## src/rcre_pkg.sv

```systemverilog
`timescale 1ns / 1ps
`default_nettype none
package rcre_pkg;

	localparam int unsigned BYTE_W   = 8;
	localparam int unsigned CHAN_W   = 2;
	localparam int unsigned APB_AW   = 3;
	localparam int unsigned APB_DW   = 32;

	// register index in the APB map (byte address = 4 * index)
	localparam logic [0:0] REG_MAX_RUN = 1'b0;
	localparam logic [BYTE_W-1:0] MAX_RUN_RESET = 8'd255;

	typedef struct packed {
		logic [BYTE_W-1:0] red;
		logic [BYTE_W-1:0] green;
		logic [BYTE_W-1:0] blue;
		logic              last_pixel;
	} pixel_t;

	typedef struct packed {
		logic [CHAN_W-1:0] channel;
		logic [BYTE_W-1:0] run_length;
		logic [BYTE_W-1:0] run_byte;
		logic              final_run;
		logic              last_of_item;
	} pair_t;

	// what one lane found for the current pixel
	typedef struct packed {
		logic              brk_valid;
		logic [BYTE_W-1:0] brk_len;
		logic [BYTE_W-1:0] brk_byte;
		logic [BYTE_W-1:0] fin_len;
		logic [BYTE_W-1:0] fin_byte;
	} lane_pairs_t;

endpackage
`default_nettype wire

```

## src/rcre_pixel_if.sv

```systemverilog
`timescale 1ns / 1ps
`default_nettype none
interface rcre_pixel_if import rcre_pkg::*; ();
	logic   valid;
	logic   ready;
	pixel_t data;

	modport source (output valid, output data, input ready);
	modport sink (input valid, input data, output ready);
endinterface
`default_nettype wire

```

## src/rcre_pair_if.sv

```systemverilog
`timescale 1ns / 1ps
`default_nettype none
interface rcre_pair_if import rcre_pkg::*; ();
	logic  valid;
	logic  ready;
	pair_t data;

	modport source (output valid, output data, input ready);
	modport sink (input valid, input data, output ready);
endinterface
`default_nettype wire

```

## src/rcre_lane.sv

```systemverilog
`timescale 1ns / 1ps
`default_nettype none
module rcre_lane import rcre_pkg::*; (
	input  wire logic              clk,
	input  wire logic              arst_n,
	input  wire logic              accept,
	input  wire logic [BYTE_W-1:0] pixel_byte,
	input  wire logic              last_pixel,
	input  wire logic              run_open,
	input  wire logic [BYTE_W-1:0] max_run,
	output lane_pairs_t            pairs
);
	logic [BYTE_W-1:0] run_value_q;
	logic [BYTE_W-1:0] run_count_q;
	logic              brk;
	logic [BYTE_W-1:0] next_count;

	assign brk = run_open && ((pixel_byte != run_value_q) || (run_count_q >= max_run));
	assign next_count = (!run_open || brk) ? BYTE_W'(1) : run_count_q + BYTE_W'(1);

	always_comb begin
		pairs.brk_valid = brk;
		pairs.brk_len   = run_count_q;
		pairs.brk_byte  = run_value_q;
		pairs.fin_len   = next_count;
		pairs.fin_byte  = pixel_byte;
	end

	always_ff @(posedge clk or negedge arst_n) begin
		if (!arst_n) begin
			run_value_q <= '0;
			run_count_q <= '0;
		end else if (accept) begin
			// frame end closes every run
			if (last_pixel) begin
				run_value_q <= '0;
				run_count_q <= '0;
			end else begin
				run_value_q <= pixel_byte;
				run_count_q <= next_count;
			end
		end
	end
endmodule
`default_nettype wire

```

## src/rcre_merge.sv

```systemverilog
`timescale 1ns / 1ps
`default_nettype none
module rcre_merge import rcre_pkg::*; #(
	parameter int unsigned NUM_CHANNELS = 3
) (
	input  wire logic        clk,
	input  wire logic        arst_n,
	input  wire logic        accept,
	input  wire logic        last_pixel,
	input  lane_pairs_t      lanes [NUM_CHANNELS],
	output logic             in_ready,
	output logic             out_valid,
	input  wire logic        out_ready,
	output pair_t            out_pair
);
	localparam int unsigned NS    = 2 * NUM_CHANNELS;
	localparam int unsigned IDX_W = $clog2(NS);

	// slot c: pair closed in channel c; slot NUM_CHANNELS + c: final pair of channel c
	logic [NS-1:0]     mask_q;
	logic [BYTE_W-1:0] len_q  [NS];
	logic [BYTE_W-1:0] byte_q [NS];

	logic [NS-1:0]     sel_oh;
	logic [IDX_W-1:0]  sel_idx;
	logic              only_one;
	logic              pop;
	logic [NS-1:0]     new_mask;

	always_comb begin
		sel_oh  = '0;
		sel_idx = '0;
		for (int i = NS - 1; i >= 0; i--) begin
			if (mask_q[i]) begin
				sel_oh      = '0;
				sel_oh[i]   = 1'b1;
				sel_idx     = IDX_W'(i);
			end
		end
	end

	assign only_one  = (mask_q & (mask_q - NS'(1))) == '0;
	assign out_valid = |mask_q;
	assign pop       = out_valid && out_ready;
	assign in_ready  = !out_valid || (pop && only_one);

	always_comb begin
		out_pair.run_length   = len_q[sel_idx];
		out_pair.run_byte     = byte_q[sel_idx];
		out_pair.final_run    = (32'(sel_idx) >= NUM_CHANNELS);
		out_pair.channel      = (32'(sel_idx) >= NUM_CHANNELS) ?
			CHAN_W'(32'(sel_idx) - NUM_CHANNELS) : CHAN_W'(sel_idx);
		out_pair.last_of_item = only_one;
	end

	always_comb begin
		for (int c = 0; c < NUM_CHANNELS; c++) begin
			new_mask[c]                = lanes[c].brk_valid;
			new_mask[NUM_CHANNELS + c] = last_pixel;
		end
	end

	always_ff @(posedge clk or negedge arst_n) begin
		if (!arst_n) begin
			mask_q <= '0;
		end else if (accept) begin
			mask_q <= new_mask;
		end else if (pop) begin
			mask_q <= mask_q & ~sel_oh;
		end
	end

	always_ff @(posedge clk) begin
		if (accept) begin
			for (int c = 0; c < NUM_CHANNELS; c++) begin
				len_q[c]                 <= lanes[c].brk_len;
				byte_q[c]                <= lanes[c].brk_byte;
				len_q[NUM_CHANNELS + c]  <= lanes[c].fin_len;
				byte_q[NUM_CHANNELS + c] <= lanes[c].fin_byte;
			end
		end
	end
endmodule
`default_nettype wire

```

## src/rgb_channel_rle_encoder_unit.sv

```systemverilog
`timescale 1ns / 1ps
`default_nettype none
// RGB run-length encoder.
// pix_in: one pixel beat per item (red, green, blue, last_pixel), raster order.
// pair_out: one (channel, run_length, run_byte) pair per beat; pairs closed by a
//   pixel come first in channel order, then on last_pixel the final run of each
//   channel. last_of_item marks the last pair caused by a pixel.
// APB: register 0 at address 0 is max_run (reset 255); write it while idle.
// Timing: the pairs of a pixel are registered on acceptance and the first is on
//   pair_out in the cycle after the pixel beat. A pixel produces k pairs, k from 0
//   to 2*NUM_CHANNELS; the single pair output drains one pair per cycle while
//   pair_out.ready is high, and a new pixel is taken in the cycle its last pair
//   leaves.
// Reset clears all runs and pending pairs; no run is open afterwards.
// When the receiver stalls, the current pair holds and pix_in stops once the
//   pixel's remaining pairs cannot drain.
module rgb_channel_rle_encoder_unit import rcre_pkg::*; #(
	parameter int unsigned NUM_CHANNELS = 3
) (
	input  wire logic              clk,
	input  wire logic              arst_n,
	rcre_pixel_if.sink             pix_in,
	rcre_pair_if.source            pair_out,
	input  wire logic              psel,
	input  wire logic              penable,
	input  wire logic              pwrite,
	input  wire logic [APB_AW-1:0] paddr,
	input  wire logic [APB_DW-1:0] pwdata,
	output logic      [APB_DW-1:0] prdata,
	output logic                   pready
);
	logic [BYTE_W-1:0] max_run_q;
	logic              run_open_q;
	logic              accept;
	logic              in_ready;
	logic [BYTE_W-1:0] lane_byte [NUM_CHANNELS];
	lane_pairs_t       lanes     [NUM_CHANNELS];

	assign pready = 1'b1;
	assign prdata = (paddr[2] == REG_MAX_RUN) ? APB_DW'(max_run_q) : '0;

	always_ff @(posedge clk or negedge arst_n) begin
		if (!arst_n) begin
			max_run_q <= MAX_RUN_RESET;
		end else if (psel && penable && pwrite && pready && (paddr[2] == REG_MAX_RUN)) begin
			max_run_q <= pwdata[BYTE_W-1:0];
		end
	end

	assign pix_in.ready = in_ready;
	assign accept       = pix_in.valid && in_ready;

	always_ff @(posedge clk or negedge arst_n) begin
		if (!arst_n) begin
			run_open_q <= 1'b0;
		end else if (accept) begin
			run_open_q <= !pix_in.data.last_pixel;
		end
	end

	always_comb begin
		for (int c = 0; c < NUM_CHANNELS; c++) begin
			case (c)
				0:       lane_byte[c] = pix_in.data.red;
				1:       lane_byte[c] = pix_in.data.green;
				2:       lane_byte[c] = pix_in.data.blue;
				default: lane_byte[c] = '0;
			endcase
		end
	end

	for (genvar g = 0; g < NUM_CHANNELS; g++) begin : g_lane
		rcre_lane u_lane (
			.clk        (clk),
			.arst_n     (arst_n),
			.accept     (accept),
			.pixel_byte (lane_byte[g]),
			.last_pixel (pix_in.data.last_pixel),
			.run_open   (run_open_q),
			.max_run    (max_run_q),
			.pairs      (lanes[g])
		);
	end

	rcre_merge #(
		.NUM_CHANNELS (NUM_CHANNELS)
	) u_merge (
		.clk        (clk),
		.arst_n     (arst_n),
		.accept     (accept),
		.last_pixel (pix_in.data.last_pixel),
		.lanes      (lanes),
		.in_ready   (in_ready),
		.out_valid  (pair_out.valid),
		.out_ready  (pair_out.ready),
		.out_pair   (pair_out.data)
	);

	a_chan_range: assert property (@(posedge clk) disable iff (!arst_n)
		pair_out.valid |-> (32'(pair_out.data.channel) < NUM_CHANNELS))
		else $error("pair channel out of range");

	a_len_nonzero: assert property (@(posedge clk) disable iff (!arst_n)
		pair_out.valid |-> (pair_out.data.run_length != '0))
		else $error("zero-length run emitted");

	a_no_overtake: assert property (@(posedge clk) disable iff (!arst_n)
		(in_ready && pair_out.valid) |-> (pair_out.data.last_of_item && pair_out.ready))
		else $error("new pixel taken while pairs still pending");

	a_frame_close: assert property (@(posedge clk) disable iff (!arst_n)
		(accept && pix_in.data.last_pixel) |=> (!run_open_q && pair_out.valid))
		else $error("frame end did not close runs");
endmodule
`default_nettype wire
```

## src/flat_wrapper.sv

```systemverilog
// flat-port wrapper written by rule: the top's interface ports become plain ports
module rgb_channel_rle_encoder_unit_flat import rcre_pkg::*;
#(
	parameter int unsigned NUM_CHANNELS = 3
)
  (clk, arst_n, psel, penable, pwrite, paddr, pwdata, prdata, pready, pix_in_valid, pix_in_data, pix_in_ready, pair_out_valid, pair_out_data, pair_out_ready);
  rcre_pixel_if pix_in_i ();
  rcre_pair_if pair_out_i ();
  input  wire logic clk;
  input  wire logic arst_n;
  input  wire logic psel;
  input  wire logic penable;
  input  wire logic pwrite;
  input  wire logic [APB_AW-1:0] paddr;
  input  wire logic [APB_DW-1:0] pwdata;
  output logic      [APB_DW-1:0] prdata;
  output logic pready;
  input wire logic [$bits(pix_in_i.valid)-1:0] pix_in_valid;
  input wire logic [$bits(pix_in_i.data)-1:0] pix_in_data;
  output wire logic [$bits(pix_in_i.ready)-1:0] pix_in_ready;
  output wire logic [$bits(pair_out_i.valid)-1:0] pair_out_valid;
  output wire logic [$bits(pair_out_i.data)-1:0] pair_out_data;
  input wire logic [$bits(pair_out_i.ready)-1:0] pair_out_ready;
  assign pix_in_i.valid = pix_in_valid;
  assign pix_in_i.data = pix_in_data;
  assign pix_in_ready = pix_in_i.ready;
  assign pair_out_valid = pair_out_i.valid;
  assign pair_out_data = pair_out_i.data;
  assign pair_out_i.ready = pair_out_ready;
  rgb_channel_rle_encoder_unit #(.NUM_CHANNELS(NUM_CHANNELS)) u_core (.clk(clk), .arst_n(arst_n), .pix_in(pix_in_i), .pair_out(pair_out_i), .psel(psel), .penable(penable), .pwrite(pwrite), .paddr(paddr), .pwdata(pwdata), .prdata(prdata), .pready(pready));
endmodule
```

## config.mk

```make
export PLATFORM = sky130hd
export DESIGN_NAME = rgb_channel_rle_encoder_unit_flat
export DESIGN_NICKNAME = d
export VERILOG_FILES = /design/src/rcre_pkg.sv /design/src/rcre_pixel_if.sv /design/src/rcre_pair_if.sv /design/src/rcre_lane.sv /design/src/rcre_merge.sv /design/src/rgb_channel_rle_encoder_unit.sv /design/src/flat_wrapper.sv
export SDC_FILE = /design/constraint.sdc
export NUM_CORES = 1
export LEC_CHECK = 0
export ABC_AREA = 1
export BUFFER_PORTS_ARGS = -buffer_cell sky130_fd_sc_hd__buf_2
export CAP_MARGIN = 10
export CELL_PAD_IN_SITES_DETAIL_PLACEMENT = 0
export CELL_PAD_IN_SITES_GLOBAL_PLACEMENT = 1
export CORE_ASPECT_RATIO = 1.2
export CORE_UTILIZATION = 44
export DETAILED_ROUTE_END_ITERATION = 16
export PLACE_DENSITY = 0.79
export RECOVER_POWER = 50
export SLEW_MARGIN = 25
export SYNTH_ARGS = -nofsm -noshare
export SYNTH_HDL_FRONTEND = slang
export SYNTH_HIERARCHICAL = 1
export SYNTH_SLANG_ARGS = --single-unit
```

## constraint.sdc

```tcl
create_clock -name clk -period 4.8 [get_ports clk]
set_input_delay 0.24 -clock clk [delete_from_list [all_inputs] [get_ports clk]]
set_output_delay 0.24 -clock clk [all_outputs]
set_load 0.1 [all_outputs]
```

==> results.json, run 1 <==
{
  "status": "completed",
  "io_pins": 122,
  "clockBufferDepth": 2,
  "wirelength_mm": 20.0,
  "via_count": 6107,
  "clock_latency_ns": 0.43,
  "track_usage_pct": 21.1,
  "layout-drive-gt1-share_pct": 14.4,
  "critPathKind": "register to register",
  "hpwl_mm": 13.9,
  "cts.htree.levels": 4,
  "synth_seq_cells": 159,
  "drtIter0Drc": 422,
  "std_cell_rows": 56,
  "routedWlPerCell_um": 16.2,
  "cpPeakStageDelay_ns": 0.69,
  "cpMostUsedCell": "nand2_1",
  "cp-end-kind": "register",
  "synth_top_area_share_pct": 33.1,
  "post_cts_resized": 0,
  "grt_first_pass_wirelength_mm": 31.4,
  "synthDistinctLibCells": 39,
  "drt-vias-per-instance": 4.97,
  "critical-path-top-delay-family": "simple AND/OR/NAND/NOR gates",
  "core-area_um2": 19500,
  "worst_slew_pin_slew_ns": 1.17,
  "synth-seq-area-share_pct": 51.4,
  "period_needed_ns": 3.24,
  "slew_viol_final": 0,
  "timing.fmax_mhz": 309,
  "areaGrowthSynthToFinish_pct": 8.21,
  "grt_max_degree": 64,
  "ant_nets": 0,
  "slew_headroom_pct": 22.6,
  "met1Wirelength_mm": 8.38,
  "initial_core_util_pct": 44.7,
  "syn_area_um2": 8700,
  "setup_tns_ns": 0,
  "place_congestion": 0.849,
  "clock-sinks": 159,
  "required_ns": 5.16,
  "start_kind": "register",
  "synthCells": 917,
  "critPathBufInv": 2,
  "hold_violations": 0,
  "gr-total-overflow": 0,
  "clock_skew_ns": 0.00797,
  "design.die.area_um2": 20300,
  "hold_buffers": 0,
  "avgSynthCellArea_um2": 9.49,
  "antenna_found_initial": 0,
  "die_w_um": 130,
  "die_y_um": 156,
  "rsz0062_at_grt": "no",
  "max-cap-violations": 0,
  "synth_top_area_cell": "edfxtp_1",
  "cts_tree": "done",
  "cp_cell_sequence": "nor2_1 > nand2_1 > a21oi_1 > nand2_1 > o21ai_0 > nand2_1 > clkinvlp_2 > inv_1 > nor2_2 > nand4_1 > nand2_1",
  "crit_path_max_fanout": 16,
  "setup_viol": 0,
  "numCtsBuffers": 17,
  "post-cts-setup-buffers": 0,
  "wl_met3_um": 733,
  "insertedDiodeCount": 0,
  "top_layer_used": "met4",
  "critPathSlowestCell": "nor2_2",
  "wl_met2_mm": 10.3,
  "fin_crit_sh_pct": 67.5,
  "path_clk_slew_ns": 0.06,
  "synth_area_leaders": "edfxtp_1 33%, dfrtp_1 16%, nand2_1 9.1%, buf_4 4.7%, nand3_1 4.4%",
  "cp.arrival_ns": 3.60,
  "port_buffers": 70,
  "grt_pass1_vias": 5896,
  "drc": 0,
  "root_buffer": "clkbuf_16",
  "min_path_type": "input port to asynchronous set/reset pin",
  "fin_nets": 1051,
  "detail_route.first_pass.iterations": 4,
  "yosys_warnings": 6
}
-- Yosys cell counts --
library cell  instances
clkbuf_8              3
nor2_1               40
xor2_1                7
nor3_2                6
inv_4                 1
nand3_2               9
nand2_1             211
conb_1                2
dfstp_2               8
ha_1                 28
o22ai_1               6
nand2_4               6
o21ai_0              11
o211ai_1              3
inv_1               102
a21oi_1              18
o311ai_0              1
edfxtp_1             96
buf_6                 7
nor3_1                1
xnor2_1              21
inv_2                18
a22o_2                3
o21ai_1              16
nor2_4                1
a21o_1                3
o211ai_2              1
nand3_1              77
nand2_2               5
buf_4                55
nand4_1              33
buf_2                12
nand2_8               1
dfrtp_1              55
clkbuf_1              3
nor2_8                4
o31ai_1               3
a22o_1               15
nor2_2               25
-- stage by stage --
step	area, um2	hold WS [ns]	std cells	setup WS, ns	util (%)
2_1_floorplan	8800	-0.0556	940	0.283	-
6_report	9420	0.0213	1230	1.56	48.3
4_1_cts	9550	0.00677	1230	1.73	49.0
3_5_place_dp	8920	0.458	1198	1.96	45.8
5_1_grt	9420	0.0291	1230	1.08	48.3
3_3_place_gp	8920	0.456	1198	1.99	45.8
-- sequential cells by signal, indices dropped and copies added (netlist names) --
| name | flops |
|---|---|
| u_core/g_lane.u_lane/run_count_q | 24 |
| u_core/g_lane.u_lane/run_value_q | 24 |
| u_core/max_run_q | 8 |
| u_core/run_open_q | 1 |
| u_core/u_merge/byte_q | 48 |
| u_core/u_merge/len_q | 48 |
| u_core/u_merge/mask_q | 6 |
-- kinds of logic after synthesis --
| logic type | synth area share [%] |
|---|---|
| XOR/XNOR | 2.82 |
| AND/OR/NAND/NOR | 23.6 |
| other | 0.0863 |
| AO/OA/AOI/OAI | 5.90 |
| flip-flops | 51.4 |
| adder cells (fa/ha/maj) | 4.03 |
| buffers and inverters | 12.2 |
-- final timing paths --
path	startpoint	to	slack, ns	cells past startpoint
setup / recovery	u_core/u_merge/mask_q[2]$_DFFE_PN0P_	u_core/g_lane[1].u_lane/run_count_q[6]$_DFFE_PN0P_	1.56	11
hold / removal	arst_n	u_core/g_lane[0].u_lane/run_value_q[7]$_DFFE_PN0P_	0.02	2
setup reg to reg	u_core/u_merge/mask_q[2]$_DFFE_PN0P_	u_core/g_lane[1].u_lane/run_count_q[6]$_DFFE_PN0P_	1.56	11
hold reg to reg	u_core/g_lane[1].u_lane/run_value_q[7]$_DFFE_PN0P_	u_core/u_merge/byte_q[1][7]$_DFFE_PP_	0.47	0
max in group asynchronous	arst_n	u_core/g_lane[2].u_lane/run_value_q[3]$_DFFE_PN0P_	4.18	2
min in group clk	pwdata[1]	u_core/max_run_q[1]$_DFFE_PN1P_	0.03	3
-- cell usage in the layout, fill, tap and decap left out, types with 3 or more instances in the layout --
cell type / instances
o21ai_0: 11
o31ai_1: 3
nor3_2: 5
buf_2: 37
dfstp_1: 8
a22o_1: 15
edfxtp_1: 96
inv_1: 101
dfrtp_1: 55
inv_2: 18
nor2_1: 48
o211ai_1: 3
a22o_2: 3
nand2_4: 4
xnor2_1: 21
xor2_1: 7
conb_1: 25
clkbuf_16: 17
o21ai_1: 16
nand3_1: 78
buf_4: 7
bufinv_16: 5
nand4_1: 33
clkinvlp_4: 3
a21oi_1: 18
o22ai_1: 6
a21o_1: 3
nand2_1: 214
nor2_2: 20
nand2_2: 4
clkbuf_1: 37
nand3_2: 8
ha_1: 28
-- routing by layer --
| metal | vias up | track usage [%] |
|---|---|---|
| met5 | - | 0 |
| met4 | 0 | 8.16 |
| met3 | 31 | 3.60 |
| met2 | 161 | 36.9 |
| met1 | 2887 | 25.8 |
| li1 | 3028 | - |
-- cell type report --
type / instances / area [um2]
Sequential cell: 159 / 4470
Clock buffer: 21 / 440
Timing Repair Buffer: 77 / 362
Tap cell: 261 / 327
Clock inverter: 11 / 191
Fill cell: 1872 / 10100
Multi-Input combinational cell: 580 / 3170
Inverter: 121 / 458
Power of run 1 is left out: the tool's default activity adds up to more than one toggle a clock period on the data nets, which glitch-free logic cannot reach.
==> inputs of run 2 (changes only) <==
--- a/config.mk
+++ b/config.mk
@@ -5,15 +5,15 @@
 export SDC_FILE = /design/constraint.sdc
 export NUM_CORES = 1
 export LEC_CHECK = 0
-export ABC_AREA = 1
+export ABC_AREA = 0
 export BUFFER_PORTS_ARGS = -buffer_cell sky130_fd_sc_hd__buf_2
 export CAP_MARGIN = 10
 export CELL_PAD_IN_SITES_DETAIL_PLACEMENT = 0
 export CELL_PAD_IN_SITES_GLOBAL_PLACEMENT = 1
 export CORE_ASPECT_RATIO = 1.2
-export CORE_UTILIZATION = 44
+export CORE_UTILIZATION = 42
 export DETAILED_ROUTE_END_ITERATION = 16
-export PLACE_DENSITY = 0.79
+export PLACE_DENSITY = 0.77
 export RECOVER_POWER = 50
 export SLEW_MARGIN = 25
 export SYNTH_ARGS = -nofsm -noshare
==> constraint.sdc (replaced) <==
create_clock -name clk -period 2.8 [get_ports clk]
set_input_delay 0.14 -clock clk [delete_from_list [all_inputs] [get_ports clk]]
set_output_delay 0.14 -clock clk [all_outputs]
set_load 0.1 [all_outputs]
==> run 2 against run 1 <==
Effect of this change:
- the flow now finishes with violations (max-capacitance violations, max-slew violations)
- routed wire length up 11%
- core utilization up 3.0 points
- cell count down 1.7%
- die area up 9.8%
- sequential share of layout area down 6.2 points
- synthesized area up 4.9%
- flip-flop and latch count unchanged
- clock-buffer cell count down 3
- critical endpoint is now u_core/g_lane[1].u_lane/run_count_q[0]$_DFFE_PN0P_
- highest routed layer unchanged
==> results.json, run 2 <==
{
  "status": "finished with violations",
  "violations": "max-capacitance violations, max-slew violations",
  "synth_seq_cells": 159,
  "timing.rr.end": "u_core/g_lane[1].u_lane/run_count_q[0]$_DFFE_PN0P_",
  "hold_start": "penable",
  "ant_nets": 0,
  "initial_core_util_pct": 43.2,
  "min_path_cells": 3,
  "post-cts-setup-buffers": 0,
  "root_buffer": "clkbuf_16",
  "synth_most_common_cell": "edfxtp_1",
  "max-cap-violations": 1,
  "avgSynthCellArea_um2": 10.9,
  "slew_headroom_pct": -30.3,
  "clock-sinks": 159,
  "cp-end-kind": "register",
  "critPathKind": "register to register",
  "syn_area_um2": 9130,
  "regArea_um2": 4470,
  "synth_top_area_cell": "edfxtp_1",
  "numCtsBuffers": 17,
  "detail_route.first_pass.iterations": 5,
  "fill_cells": 1918,
  "synth-edff-count": 96,
  "fin_crit_sh_pct": 95.6,
  "worst_slew_pin_slew_ns": 1.95,
  "drc": 0,
  "clock_latency_ns": 0.43,
  "io_pins": 122,
  "hpwl_mm": 15.9,
  "core-area_um2": 21100,
  "min_path_type": "input port to register",
  "cts_tree": "done",
  "period_needed_ns": 2.68,
  "final_cells": 1209,
  "areaGrowthSynthToFinish_pct": 18.7,
  "synth_area_leaders": "edfxtp_1 32%, dfrtp_1 15%, buf_4 4.7%, ha_1 3.8%, xnor2_1 3.5%",
  "gr-total-overflow": 0,
  "std_cell_rows": 58,
  "critical-path-top-delay-family": "simple AND/OR/NAND/NOR gates",
  "start_kind": "register",
  "wirelength_mm": 22.2,
  "rrSetupSlack_ns": 0.12,
  "synth-seq-area-share_pct": 49.0,
  "path_clk_slew_ns": 0.07,
  "final_util_pct": 51.3,
  "hold_path_end": "u_core/max_run_q[5]$_DFFE_PN1P_",
  "routedWlPerCell_um": 18.3,
  "reg_top3": "u_core/u_merge/byte_q (48), u_core/u_merge/len_q (48)",
  "cpMostUsedCell": "a21oi_1",
  "die_y_um": 164,
  "via_count": 6381,
  "multi_input_area_um2": 4000,
  "cpPeakStageDelay_ns": 0.49,
  "dp.cells": 1143,
  "synthArstFlopShare_pct": 39.6,
  "grt_max_degree": 62,
  "placed_area_um2": 9970,
  "critPathBufInv": 2,
  "required_ns": 3.16,
  "cts.htree.levels": 4,
  "layout-drive-gt1-share_pct": 20.4,
  "yosys_warnings": 6,
  "antenna_found_initial": 0,
  "synth_commonest_cells": "96 x edfxtp_1, 79 x inv_1, 57 x buf_4, 55 x dfrtp_1, 51 x nand2_1",
  "design.die.area_um2": 22300,
  "port_buffers": 70,
  "timing.fmax_mhz": 374,
  "synthCells": 836,
  "slew_viol_final": 31,
  "worst_slack_ns": 0.124,
  "grt_pass1_vias": 6242,
  "drt-vias-per-instance": 5.28,
  "pre_cts_slack_ns": 0.386,
  "clock_skew_ns": 0.00917,
  "grt_first_pass_wirelength_mm": 35.0,
  "hold_violations": 0,
  "clockBufferDepth": 2,
  "cp_cell_sequence": "or4_1 > a21oi_1 > a32o_1 > a21bo_4 > and2_0 > buf_12 > buf_4 > nor2_1 > a21oi_1 > o21a_1",
  "die_w_um": 137,
  "synth_flop_cell": "edfxtp_1",
  "fin_nets": 1021,
  "cp.arrival_ns": 3.04,
  "worstRegToRegCells": 10,
  "critPathSlowestCell": "dfrtp_1",
  "worstSetupPathDepth": 10,
  "crit_path_max_fanout": 49,
  "fin_area_um2": 10800,
  "place_congestion": 0.804,
  "rsz0062_at_grt": "no",
  "synth_top_area_share_pct": 31.6,
  "r2r_start": "u_core/u_merge/mask_q[4]$_DFFE_PN0P_",
  "final_common_cell": "edfxtp_1",
  "synthDistinctLibCells": 60,
  "setup_viol": 0,
  "insertedDiodeCount": 0,
  "track_usage_pct": 21.3,
  "drtIter0Drc": 492,
  "final_cell_mix": "96 x edfxtp_1, 79 x inv_1, 54 x dfrtp_1"
}
run 2: timing repair:
action | in CTS | in global routing
resized for setup | 1 | 4
setup endpoints to repair | 2 | 11
hold buffers | 34 | 0
cloned | 0 | 0
endpoints found under the hold margin | 70 | 0
run 2: layout make-up:
cell class              instances  share of cell area [%]
clock buffers                  18                    3.96
clock inverters                14                    1.36
inverters                      80                    2.77
multi-input cells             537                    36.9
flip-flops and latches        159                    41.2
well taps                     270                    3.12
repair buffers                131                    10.6
run 2: kinds of logic after synthesis:
| logic type | after synthesis | share of synthesized area [%] |
|---|---|---|
| simple gates | 251 | 15.8 |
| xor+xnor | 37 | 3.55 |
| compound gates | 156 | 13.6 |
| mux | 39 | 4.54 |
| other cells | 2 | 0.0823 |
| buf+inv | 163 | 9.53 |
| fa+ha+maj | 29 | 3.95 |
| flops | 159 | 49.0 |
run 2: how the worst max path moves through the flow:
stage / end / from
finish: u_core/g_lane[1].u_lane/run_count_q[0]$_DFFE_PN0P_ / u_core/u_merge/mask_q[4]$_DFFE_PN0P_
detailed placement: u_core/g_lane[2].u_lane/run_count_q[5]$_DFFE_PN0P_ / u_core/max_run_q[2]$_DFFE_PN1P_
global placement: u_core/u_merge/byte_q[4][0]$_DFFE_PP_ / u_core/u_merge/mask_q[4]$_DFFE_PN0P_
floorplan: u_core/g_lane[0].u_lane/run_count_q[4]$_DFFE_PN0P_ / u_core/u_merge/mask_q[3]$_DFFE_PN0P_
global route: pair_out_data[19] / u_core/u_merge/mask_q[5]$_DFFE_PN0P_
CTS: pair_out_data[17] / u_core/u_merge/mask_q[0]$_DFFE_PN0P_
run 2: layer usage:
metal  track usage (%)  up-vias  part of all wire [%]
li1                  -     3091                     -
met1              26.9     3074                    43
met2              35.6      177                    50
met3              3.26       39                   3.6
met4              9.80        0                   3.4
met5                 0        -                     0
run 2: worst reg2reg max path, stage by stage (launching register included):
cell	delay, ns
dfrtp_1	0.49
or4_1	0.44
a21oi_1	0.16
a32o_1	0.21
a21bo_4	0.14
and2_0	0.30
buf_12	0.28
buf_4	0.27
nor2_1	0.06
a21oi_1	0.14
o21a_1	0.13
run 2: per-stage QoR:
stage	TNS, ns	hold WS [ns]
after floorplan	-21.16	-0.156
after global placement	0	0.269
after detailed placement	0	0.278
after CTS	0	0.149
after global routing	0	0.168
final	0	0.170
Power of run 2 is left out for the same reason.
